<file path="src/rtl/dss_pkg.sv">
// ----------------------------------------------------------------------------
// dss_pkg: shared types and constants of the dual stack shared store
// Operation codes, status codes and the command and status bundles that
// join the controller to the datapath.
// ----------------------------------------------------------------------------
package dss_pkg;

  // Default number of words in the shared store.
  localparam int unsigned DSS_DEPTH = 16;
  // A show emits at most this many entries, taken from the top of the stack.
  localparam int unsigned MAX_RESULTS = 16;

  localparam int unsigned KIND_W   = 3;
  localparam int unsigned WORD_W   = 32;
  localparam int unsigned STATUS_W = 2;

  typedef enum logic [KIND_W-1:0] {
    KIND_PUSH_A = 3'd0,
    KIND_POP_A  = 3'd1,
    KIND_SHOW_A = 3'd2,
    KIND_PUSH_B = 3'd3,
    KIND_POP_B  = 3'd4,
    KIND_SHOW_B = 3'd5
  } kind_e;

  typedef enum logic [STATUS_W-1:0] {
    STATUS_OK    = 2'd0,
    STATUS_OVER  = 2'd1,
    STATUS_UNDER = 2'd2
  } status_e;

  // Commands from the controller to the datapath.
  typedef struct packed {
    logic    sel_b;       // operation works on stack B
    logic    push_en;     // write the pushed word and grow the stack
    logic    pop_en;      // shrink the stack and read its old top
    logic    show_start;  // read the top entry and load the show count
    logic    show_step;   // read the next entry of a running show
    logic    out_ld_stat; // load the output with a status-only result
    status_e out_stat;
    logic    out_ld_data; // load the output with the word just read
  } dss_cmd_t;

  // Status from the datapath to the controller.
  typedef struct packed {
    logic full;
    logic empty_a;
    logic empty_b;
    logic rd_last;        // the word now read is the final one of the item
  } dss_stat_t;

endpackage

</file>
<file path="src/rtl/dss_ctrl.sv">
// ----------------------------------------------------------------------------
// dss_ctrl: controller of the dual stack shared store
// Decodes each operation, sequences the reads of pops and shows and owns
// the valid flag of the output register.
// ----------------------------------------------------------------------------
module dss_ctrl (
  input  logic                        clk_i,
  input  logic                        rst_ni,
  input  logic                        in_valid_i,
  output logic                        in_ready_o,
  input  logic [dss_pkg::KIND_W-1:0]  kind_i,
  output logic                        out_valid_o,
  input  logic                        out_ready_i,
  output dss_pkg::dss_cmd_t           cmd_o,
  input  dss_pkg::dss_stat_t          stat_i
);
  import dss_pkg::*;

  typedef enum logic [1:0] {
    ST_IDLE = 2'b01,
    ST_READ = 2'b10
  } state_e;

  state_e   state_q, state_d;
  logic     out_vld_q, out_vld_d;
  logic     out_free;
  logic     accept;
  dss_cmd_t cmd;

  // The output register can take a new result when empty or being drained.
  assign out_free   = !out_vld_q || out_ready_i;
  assign in_ready_o = (state_q == ST_IDLE) && out_free;
  assign accept     = in_valid_i && in_ready_o;

  always_comb begin
    cmd      = '0;
    cmd.out_stat = STATUS_OK;
    state_d  = state_q;
    cmd.sel_b = (kind_i == KIND_PUSH_B) || (kind_i == KIND_POP_B) ||
                (kind_i == KIND_SHOW_B);
    case (state_q)
      ST_IDLE: begin
        if (accept) begin
          case (kind_i)
            KIND_PUSH_A, KIND_PUSH_B: begin
              cmd.out_ld_stat = 1'b1;
              cmd.out_stat    = stat_i.full ? STATUS_OVER : STATUS_OK;
              cmd.push_en     = !stat_i.full;
            end
            KIND_POP_A, KIND_POP_B, KIND_SHOW_A, KIND_SHOW_B: begin
              if (cmd.sel_b ? stat_i.empty_b : stat_i.empty_a) begin
                cmd.out_ld_stat = 1'b1;
                cmd.out_stat    = STATUS_UNDER;
              end else begin
                cmd.pop_en     = (kind_i == KIND_POP_A) || (kind_i == KIND_POP_B);
                cmd.show_start = !cmd.pop_en;
                state_d        = ST_READ;
              end
            end
            default: begin
              // Unused codes are taken and dropped.
            end
          endcase
        end
      end
      ST_READ: begin
        if (out_free) begin
          cmd.out_ld_data = 1'b1;
          if (stat_i.rd_last) begin
            state_d = ST_IDLE;
          end else begin
            cmd.show_step = 1'b1;
          end
        end
      end
      default: begin
        state_d = ST_IDLE;
      end
    endcase
  end

  always_comb begin
    out_vld_d = out_vld_q;
    if (cmd.out_ld_stat || cmd.out_ld_data) begin
      out_vld_d = 1'b1;
    end else if (out_ready_i) begin
      out_vld_d = 1'b0;
    end
  end

  always_ff @(posedge clk_i or negedge rst_ni) begin
    if (!rst_ni) begin
      state_q   <= ST_IDLE;
      out_vld_q <= 1'b0;
    end else begin
      state_q   <= state_d;
      out_vld_q <= out_vld_d;
    end
  end

  assign cmd_o       = cmd;
  assign out_valid_o = out_vld_q;

endmodule

</file>
<file path="src/rtl/dss_datapath.sv">
// ----------------------------------------------------------------------------
// dss_datapath: datapath of the dual stack shared store
// Holds the shared word store, both stack counts, the read pointer and
// count of a running pop or show, and the output payload register.
// ----------------------------------------------------------------------------
module dss_datapath #(
  parameter int unsigned DEPTH = dss_pkg::DSS_DEPTH
) (
  input  logic                          clk_i,
  input  logic                          rst_ni,
  input  logic [dss_pkg::WORD_W-1:0]    value_i,
  input  dss_pkg::dss_cmd_t             cmd_i,
  output dss_pkg::dss_stat_t            stat_o,
  output logic [dss_pkg::WORD_W-1:0]    value_res_o,
  output logic [dss_pkg::STATUS_W-1:0]  status_o,
  output logic                          last_o
);
  import dss_pkg::*;

  localparam int unsigned AW       = (DEPTH > 1) ? $clog2(DEPTH) : 1;
  localparam int unsigned CW       = $clog2(DEPTH + 1);
  localparam int unsigned SHOW_CAP = (DEPTH < MAX_RESULTS) ? DEPTH : MAX_RESULTS;

  logic [WORD_W-1:0] mem [DEPTH];

  logic [CW-1:0]     count_a_q, count_a_d;
  logic [CW-1:0]     count_b_q, count_b_d;
  logic [CW-1:0]     rem_q, rem_d;
  logic [AW-1:0]     ptr_q;
  logic              dir_b_q;
  logic [WORD_W-1:0] rdata_q;
  logic [WORD_W-1:0] value_res_q;
  status_e           status_q;
  logic              last_q;

  logic [CW:0]       used;
  logic [CW-1:0]     top_b;
  logic [CW-1:0]     wr_b;
  logic [CW-1:0]     sel_count;
  logic              we;
  logic [AW-1:0]     waddr;
  logic              rd_en;
  logic [AW-1:0]     raddr;

  assign used  = {1'b0, count_a_q} + {1'b0, count_b_q};
  // Top entry of stack B, and the entry a push onto B fills.
  assign top_b = CW'(DEPTH) - count_b_q;
  assign wr_b  = CW'(DEPTH - 1) - count_b_q;

  assign stat_o.full    = used >= (CW + 1)'(DEPTH);
  assign stat_o.empty_a = count_a_q == '0;
  assign stat_o.empty_b = count_b_q == '0;
  assign stat_o.rd_last = rem_q == CW'(1);

  assign sel_count = cmd_i.sel_b ? count_b_q : count_a_q;

  assign we    = cmd_i.push_en;
  assign waddr = cmd_i.sel_b ? wr_b[AW-1:0] : count_a_q[AW-1:0];
  assign rd_en = cmd_i.pop_en || cmd_i.show_start || cmd_i.show_step;

  always_comb begin
    if (cmd_i.show_step) begin
      raddr = dir_b_q ? ptr_q + AW'(1) : ptr_q - AW'(1);
    end else if (cmd_i.sel_b) begin
      raddr = top_b[AW-1:0];
    end else begin
      raddr = AW'(count_a_q - CW'(1));
    end
  end

  always_comb begin
    count_a_d = count_a_q;
    count_b_d = count_b_q;
    if (cmd_i.push_en) begin
      if (cmd_i.sel_b) count_b_d = count_b_q + CW'(1);
      else             count_a_d = count_a_q + CW'(1);
    end else if (cmd_i.pop_en) begin
      if (cmd_i.sel_b) count_b_d = count_b_q - CW'(1);
      else             count_a_d = count_a_q - CW'(1);
    end
  end

  always_comb begin
    rem_d = rem_q;
    if (cmd_i.pop_en) begin
      rem_d = CW'(1);
    end else if (cmd_i.show_start) begin
      rem_d = (sel_count > CW'(SHOW_CAP)) ? CW'(SHOW_CAP) : sel_count;
    end else if (cmd_i.show_step) begin
      rem_d = rem_q - CW'(1);
    end
  end

  always_ff @(posedge clk_i or negedge rst_ni) begin
    if (!rst_ni) begin
      count_a_q <= '0;
      count_b_q <= '0;
      rem_q     <= '0;
    end else begin
      count_a_q <= count_a_d;
      count_b_q <= count_b_d;
      rem_q     <= rem_d;
    end
  end

  // Shared store with one write and one registered read port.
  always_ff @(posedge clk_i) begin
    if (we) begin
      mem[waddr] <= value_i;
    end
    if (rd_en) begin
      rdata_q <= mem[raddr];
    end
  end

  always_ff @(posedge clk_i) begin
    if (rd_en) begin
      ptr_q <= raddr;
    end
    if (cmd_i.pop_en || cmd_i.show_start) begin
      dir_b_q <= cmd_i.sel_b;
    end
    if (cmd_i.out_ld_stat) begin
      value_res_q <= '0;
      status_q    <= cmd_i.out_stat;
      last_q      <= 1'b1;
    end else if (cmd_i.out_ld_data) begin
      value_res_q <= rdata_q;
      status_q    <= STATUS_OK;
      last_q      <= stat_o.rd_last;
    end
  end

  assign value_res_o = value_res_q;
  assign status_o    = status_q;
  assign last_o      = last_q;

endmodule

</file>
<file path="src/rtl/dual_stack_shared_store_unit.sv">
// ----------------------------------------------------------------------------
// dual_stack_shared_store_unit: two stacks in one shared word store
// Stack A grows up from entry 0 and stack B grows down from the top entry.
// ----------------------------------------------------------------------------
// Usage:
//   Each transfer on the slave channel carries one operation in tuser (push,
//   pop or show on stack A or B) and, for a push, the word in tdata.
//   Each result leaves on the master channel with the word and a status
//   (ok, overflow or underflow); tlast marks the final result of an operation.
//   A push or a failed operation is answered in the cycle after its transfer.
//   A pop or a show reads the store through its registered read port, so the
//   first word passes the read register and then the output register; a show
//   then emits one entry per cycle while the receiver does not stall, at most
//   MAX_RESULTS entries from the top down. A push or an error result leaves
//   the controller idle; a pop or show holds the slave channel to its last word.
//   Unused operation codes are taken and dropped with no result.
//   When the receiver stalls, the output register holds its result and the
//   block waits; no result is dropped or repeated.
//   Reset empties both stacks; the store contents are undefined until written,
//   and only written entries are ever read.
// ----------------------------------------------------------------------------
module dual_stack_shared_store_unit #(
  parameter int unsigned DEPTH = dss_pkg::DSS_DEPTH
) (
  input  logic        clk_i,
  input  logic        rst_ni,
  input  logic        s_axis_tvalid,
  output logic        s_axis_tready,
  input  logic [31:0] s_axis_tdata,   // [31:0] value (signed)
  input  logic [2:0]  s_axis_tuser,   // [2:0] kind
  output logic        m_axis_tvalid,
  input  logic        m_axis_tready,
  output logic [39:0] m_axis_tdata,   // [31:0] value_res (signed), [33:32] status
  output logic        m_axis_tlast    // last
);
  import dss_pkg::*;

  dss_cmd_t            cmd;
  dss_stat_t           stat;
  logic [WORD_W-1:0]   value_res;
  logic [STATUS_W-1:0] status;

  dss_ctrl u_ctrl (
    .clk_i       (clk_i),
    .rst_ni      (rst_ni),
    .in_valid_i  (s_axis_tvalid),
    .in_ready_o  (s_axis_tready),
    .kind_i      (s_axis_tuser),
    .out_valid_o (m_axis_tvalid),
    .out_ready_i (m_axis_tready),
    .cmd_o       (cmd),
    .stat_i      (stat)
  );

  dss_datapath #(
    .DEPTH (DEPTH)
  ) u_datapath (
    .clk_i       (clk_i),
    .rst_ni      (rst_ni),
    .value_i     (s_axis_tdata),
    .cmd_i       (cmd),
    .stat_o      (stat),
    .value_res_o (value_res),
    .status_o    (status),
    .last_o      (m_axis_tlast)
  );

  assign m_axis_tdata = {6'b0, status, value_res};

endmodule

</file>
<file path="config.mk">
export PLATFORM = sky130hd
export DESIGN_NAME = dual_stack_shared_store_unit
export DESIGN_NICKNAME = d
export VERILOG_FILES = /design/src/rtl/dss_pkg.sv /design/src/rtl/dss_ctrl.sv /design/src/rtl/dss_datapath.sv /design/src/rtl/dual_stack_shared_store_unit.sv
export SDC_FILE = /design/constraint.sdc
export NUM_CORES = 1
export LEC_CHECK = 0
export BUFFER_PORTS_ARGS = -buffer_cell sky130_fd_sc_hd__buf_4
export CORE_MARGIN = 5
export CORE_UTILIZATION = 60
export CTS_CLUSTER_SIZE = 16
export DETAILED_ROUTE_END_ITERATION = 8
export PLACE_DENSITY_LB_ADDON = 0.15
export SLEW_MARGIN = 20
export SYNTH_ARGS = -nofsm -noshare
export SYNTH_HDL_FRONTEND = slang
export SYNTH_HIERARCHICAL = 1
export SYNTH_SLANG_ARGS = --single-unit
</file>
<file path="constraint.sdc">
create_clock -name clk_i -period 5 [get_ports clk_i]
set_input_delay 0.5 -clock clk_i [delete_from_list [all_inputs] [get_ports clk_i]]
set_output_delay 0.5 -clock clk_i [all_outputs]
set_load 0.005 [all_outputs]
</file>
==> reports/qor.txt, run 1 <==
outcome = complete, no violations
fin crit share = 78.8%
RSZ-0062 raised after global routing = false
FP Rows = 73
Multi-input gate area = 5890 um2
most common cell in the netlist = edfxtp_1
final setup fails = 0
Top Ports = 82
Synth Register Bits = 602
asr flop ratio synth = 2.99%
PostCTS Resize Cnt = 0
Worst setup SP type = register
cells after synthesis = 1736
power per cell area = 609 nW/um2
Total GRT Usage = 24.6%
crit path DAT = 4.26 ns
Worst-Margin Slew = 1.12 ns
antenna violations before repair = 0
Remaining DRCs = 0
register area = 17700 um2
CP Capture Type = register
CTS max path bufs = 3
proportion of layout cells with a drive suffix above 1 = 12.9%
Synth top area share = 69.3%
Final Slew Violations = 0
GRT Residual Overflow = 0
max-cap violation count = 0
first-pass GRT wire length = 83.1 mm
Root Driver = clkbuf_16
CP required = 5.32 ns
DIE HEIGHT = 210 um
Pwr Total = 16500 uW
post-synthesis sequential area ratio = 73.9%
Synth area leader = edfxtp_1
Num CTS Buffers = 59
vias post-DR = 14.6k
n_diodes = 0
GPL Wtd Cong = 0.850
Top delay family on crit path = buffers and inverters
Post-DP Area = 25300 um2
area of the core = 39500 um2
HPWL after detailed placement = 28.9 mm
clock sinks = 602
Fillers = 2727
synth cell count leaders = edfxtp_1, nand2_1, nand3_1
Die ar. = 43900 um2
Setup Crit Path Kind = reg -> reg
Avg Vias per Cell = 6.10
ys flop type = edfxtp_1
worst min path class = in -> reg
routed wire length = 54.4 mm
largest net degree at the start of global routing = 192
number of DRC markers in iteration 0 = 1358
Critical Path, Cell by Cell = inv_1 -> ha_1 -> nor4b_1 -> nor3_2 -> buf_4 -> nand2_1 -> o31ai_4 -> inv_8 -> buf_12 -> mux2i_1 -> a32oi_1 -> a31oi_1 -> a21oi_1
slowest stage delay, CP = 0.62 ns
Die X = 210 um
minimum clock period = 3.94 ns
CTS clk-pin slew, worst paths = 0.06 ns
Synth area leaders = edfxtp_1, nand2_1, mux2i_1
number of unique standard cell types used by synthesis = 63
final setup TNS = 0 ns
number of flops mapped to enable cells by yosys = 551
Pre-antenna DRT Iters = 7
Max VDD drop = 0.683 mV
Pleak = 0.00945 uW
routed length per instance = 22.8 um
worst skew pair latency = 0.61 ns
Bufs and invs on worst path = 4
DRT antenna net count = 0
H-tree depth = 2
Worst Clk Skew = 0.0232 ns
number of global-route vias before repair = 14.2k
CTS tree = done
Nets = 1873
Syn-to-layout area delta = 13.6%
synth warn = 6
final instance area = 27100 um2
PortBufs = 75
final hold vios = 0
Avg Inst Size Synth = 13.8 um2
max_slew headroom = 25.1%
Worst Path Max Fanout = 139
Starting Density = 60.4%
critical-path cell with the highest stage delay = nor4b_1
fmax = 254 MHz
Post-Syn Area = 23900 um2
[cell families after synthesis]
group,share of synthesized area (%)
buffers and inverters,2.28
and+or+nand+nor,12.3
other,0.0157
AOI/OAI and AO/OA,5.64
xor gates and xnor gates,0.587
DFF,73.9
adders and majority gates,0.953
muxes,4.28
[final timing paths]
check                      slack [ns]                                 endpoint                              from  cells after the start
hold / removal                   0.18         u_datapath/mem[14][23]$_DFFE_PP_                  s_axis_tdata[23]                      1
setup reg to reg                 1.06         u_datapath/rdata_q[15]$_DFFE_PP_   u_datapath/rem_q[1]$_DFFE_PN0P_                     13
hold reg to reg                  0.48  u_datapath/value_res_o[29]$_SDFFE_PP0P_  u_datapath/rdata_q[29]$_DFFE_PP_                      2
max in group asynchronous        4.43            u_ctrl/state_q[0]$_DFFE_PN1P_                            rst_ni                      2
min in group asynchronous        0.30            u_ctrl/state_q[1]$_DFFE_PN0P_                            rst_ni                      2
setup / recovery                 1.06         u_datapath/rdata_q[15]$_DFFE_PP_   u_datapath/rem_q[1]$_DFFE_PN0P_                     13
[worst reg2reg max path: cells and delay by family (launching register included)]
family	cells	cell delay, ns
buffers and inverters	4	1.45
and+or+nand+nor	3	0.87
AOI/OAI and AO/OA	4	0.53
DFF	1	0.38
muxes	1	0.27
adders and majority gates	1	0.15
[sequential cells by signal, indices dropped and copies added (netlist names), 4 cells and up]
| register | flops |
|---|---|
| u_datapath/count_a_q | 5 |
| u_datapath/rdata_q | 32 |
| u_datapath/ptr_q | 4 |
| u_datapath/rem_q | 5 |
| u_datapath/count_b_q | 5 |
| u_datapath/value_res_o | 32 |
| u_datapath/mem | 512 |
[routing by layer]
metal	GRT usage, %	vias up	routed length (um)
met5	0	-	0
met4	6.37	0	1080
met3	3.83	89	4080
met2	40.2	562	26300
met1	35.4	7345	22900
li1	-	6585	-
[cell type report]
| cell class | count | area share (%) |
|---|---|---|
| Sequential cell | 602 | 65.1 |
| Multi-Input combinational cell | 1015 | 21.7 |
| Clock buffer | 75 | 5.82 |
| Timing Repair Buffer | 122 | 3.75 |
| Tap cell | 525 | 2.42 |
| Clock inverter | 35 | 0.968 |
| Inverter | 17 | 0.263 |
[cells in the final DEF, fill, tap and decap left out, types with 4 or more instances in the layout]
master | netlist | final
nor2_1 | 67 | 50
nand2b_1 | 4 | 4
xor2_1 | 7 | 7
xnor2_1 | 9 | 9
clkinv_2 | 0 | 14
buf_4 | 6 | 113
a32oi_1 | 65 | 65
a21oi_1 | 45 | 45
clkbuf_1 | 50 | 14
inv_1 | 15 | 15
nor2b_1 | 7 | 7
o21ai_0 | 12 | 11
a31oi_1 | 36 | 36
and2_1 | 7 | 7
nor2_4 | 0 | 17
mux2i_1 | 101 | 100
clkbuf_16 | 0 | 61
dfrtp_1 | 17 | 17
buf_12 | 0 | 8
clkinv_1 | 0 | 15
ha_1 | 15 | 15
nor3_1 | 14 | 12
bufinv_16 | 0 | 4
nand2_1 | 404 | 404
conb_1 | 1 | 6
dfxtp_1 | 33 | 33
edfxtp_1 | 551 | 551
nand3_1 | 159 | 159
[report_power, final]
group,internal [uW],leakage (uW),switching (uW)
sequential,6040,0.00545,254
combinational,2080,0.00309,3930
clock,2430,0.000908,1810
total,10500,0.00945,5990
[metrics by stage]
stage / setup slack [ns] / instances / utilization (%) / hold WS (ns)
after floorplan: 1.15 / 1741 / - / 0.204
after global placement: 0.985 / 2280 / 63.9 / 0.393
after detailed placement: 0.997 / 2280 / 63.9 / 0.395
after CTS: 0.954 / 2391 / 68.6 / 0.154
after global routing: 0.728 / 2391 / 68.6 / 0.175
final: 1.06 / 2391 / 68.6 / 0.178
[what timing repair did]
action,in CTS,in global routing
hold endpoints to repair,18,0
hold buffers,1,0
buffers inserted,0,0
(Power assumes the default switching activity.)
==> run 2, diff against run 1 <==
Clock period 5 ns to 4.1 ns, I/O delays scaled along.
==> run 2 against run 1 <==
Net effect:
- fmax up 11%
- first-iteration DRC count down 0.88%
- cell count up 0.54%
- critical endpoint is now u_datapath/rdata_q[14]$_DFFE_PP_
- largest cell class unchanged
==> reports/qor.txt, run 2 (synthesis results as in run 1) <==
outcome = complete, no violations
vias post-DR = 14.5k (-0.31%)
critical-path cell with the highest stage delay = nor4b_1
CTS clk-pin slew, worst paths = 0.06 ns (about the same)
DP Worst Slack = 0.590 ns (-0.406 ns)
Top delay family on crit path = buffers and inverters
Worst Path Max Fanout = 65 (-53%)
Worst-Margin Slew = 1.13 ns (+0.00771 ns)
most frequent cells in the layout = edfxtp_1, nand2_1, nand3_1
clock sinks = 602 (unchanged)
most frequent CP cell = buf_4
Final Slew Violations = 0 (unchanged)
power per cell area = 742 nW/um2 (+22%)
PostCTS Resize Cnt = 0 (unchanged)
Setup Crit Path Kind = reg -> reg
number of global-route vias before repair = 14.4k (+1.5%)
final hold vios = 0 (unchanged)
Num CTS Buffers = 58 (-1.7%)
Largest Register = u_datapath/mem
Hold Path Cell Cnt = 1 (unchanged)
P_sw = 7330 uW (+22%)
worst skew pair latency = 0.61 ns (about the same)
Worst Clk Skew = 0.0145 ns (-0.00872 ns)
postcts setup bufs = 0 (unchanged)
area of the core = 39500 um2 (unchanged)
share of power burned in combinational logic = 36.7% (+0.4 points)
switching share of total power = 36.0% (-0.20 points)
CTS tree = done
Die ar. = 43900 um2 (unchanged)
HPWL after detailed placement = 29.7 mm (+2.6%)
hold_buf cts = 1 (unchanged)
Syn-to-layout area delta = 14.8%
RSZ-0062 raised after global routing = false
final setup fails = 0 (unchanged)
antenna violations before repair = 1 (+1)
CTS max path bufs = 3 (unchanged)
routed wire length = 55.6 mm (+2.1%)
worst setup margin = 0.557 ns (-0.505 ns)
slowest stage delay, CP = 0.46 ns (-0.16 ns)
max reg flops = 512 (unchanged)
Max VDD drop = 0.595 mV (-13%)
minimum clock period = 3.54 ns (-0.395 ns)
sequential power share = 37.6% (-0.5 points)
Fillers = 2648 (-2.9%)
WHS = 0.0943 ns (-0.0839 ns)
fmax = 282 MHz (+11%)
FP Rows = 73 (unchanged)
DRT antenna net count = 0 (unchanged)
Pleak = 0.00957 uW (+1.3%)
Bufs and invs on worst path = 4 (unchanged)
Reg2Reg Depth = 13 (unchanged)
Critical Path, Cell by Cell = inv_1 -> ha_1 -> nor4b_1 -> nor3_2 -> buf_4 -> nand2_1 -> o31ai_4 -> inv_8 -> buf_4 -> mux2i_1 -> a32oi_1 -> a31oi_1 -> a21oi_1
Root Driver = clkbuf_16
Total GRT Usage = 25.3% (+0.68 points)
largest net degree at the start of global routing = 118 (-39%)
fin crit share = 86.4% (+7.7 points)
final setup TNS = 0 ns (unchanged)
Pre-antenna DRT Iters = 5 (-2)
max_slew headroom = 24.6% (-0.52 points)
Remaining DRCs = 0 (unchanged)
first-pass GRT wire length = 85.4 mm (+2.8%)
Starting Density = 60.4% (unchanged)
CP required = 4.44 ns (-0.88 ns)
proportion of layout cells with a drive suffix above 1 = 14.0% (+1.1 points)
routed length per instance = 23.1 um (+1.6%)
worst min path class = in -> reg
PortBufs = 75 (unchanged)
Avg Vias per Cell = 6.05 (-0.85%)
GRT Residual Overflow = 0 (unchanged)
crit path DAT = 3.89 ns (-0.37 ns)
stages on the worst setup path = 13 (unchanged)
Nets = 1885 (+0.64%)
Die X = 210 um (unchanged)
H-tree depth = 2 (unchanged)
CP Capture Type = register
Internal = 13000 uW (+23%)
final core utilization = 69.3% (+0.72 points)
most common cell after layout, fill and taps aside = edfxtp_1
DIE HEIGHT = 210 um (unchanged)
number of DRC markers in iteration 0 = 1346 (-0.88%)
Worst setup SP type = register
GPL Wtd Cong = 0.797 (-6.2%)
max-cap violation count = 0 (unchanged)
Top Ports = 82 (unchanged)
clock share of power = 25.7% (about the same)
-- run 2: cell type report --
class | count | area (um2) | share of cell area, %
Antenna cell | 1 | 2.50 | 0.00912
Clock inverter | 33 | 279 | 1.02
Tap cell | 525 | 657 | 2.40
Inverter | 17 | 71.3 | 0.260
Multi-Input combinational cell | 1015 | 5890 | 21.5
Timing Repair Buffer | 135 | 1270 | 4.62
Clock buffer | 76 | 1600 | 5.83
Sequential cell | 602 | 17700 | 64.4
-- run 2: worst reg2reg max path, delay by kind of cell (launching register included) --
family                     cells  cell delay [ns]
buffers and inverters          4             1.16
adders and majority gates      1             0.14
DFF                            1             0.38
and+or+nand+nor                3             0.80
AOI/OAI and AO/OA              4             0.50
muxes                          1             0.30
-- run 2: power groups by stage --
stage | registers, uW | clock network (uW) | logic (uW)
global placement | 7770 | 0 | 7230
floorplan | 7700 | 0 | 4940
global route | 7700 | 5570 | 8150
detailed placement | 7780 | 0 | 7410
CTS | 7660 | 5300 | 7450
finish | 7660 | 5220 | 7480
-- run 2: metrics by stage --
step                instances  total power [uW]  instance area, um2
floorplan                1741             12600               23900
global placement         2293             15000               25500
detailed placement       2293             15200               25500
CTS                      2403             20400               27400
global route             2404             21400               27400
finish                   2404             20400               27400
-- run 2: final timing paths --
path | start | slack [ns] | end
max | u_datapath/rem_q[1]$_DFFE_PN0P_ | 0.56 | u_datapath/rdata_q[14]$_DFFE_PP_
min | s_axis_tdata[21] | 0.09 | u_datapath/mem[14][21]$_DFFE_PP_
max reg2reg | u_datapath/rem_q[1]$_DFFE_PN0P_ | 0.56 | u_datapath/rdata_q[14]$_DFFE_PP_
min reg2reg | u_datapath/rdata_q[25]$_DFFE_PP_ | 0.49 | u_datapath/value_res_o[25]$_SDFFE_PP0P_
max in group asynchronous | rst_ni | 3.62 | u_ctrl/state_q[0]$_DFFE_PN1P_
min in group asynchronous | rst_ni | 0.21 | u_datapath/count_a_q[1]$_DFFE_PN0P_
-- run 2: routing by layer --
layer	GRT usage, %	share of wire, %
met1	36.1	42
met2	40.9	48
met3	4.33	7.9
met4	7.36	2.2
met5	0	0
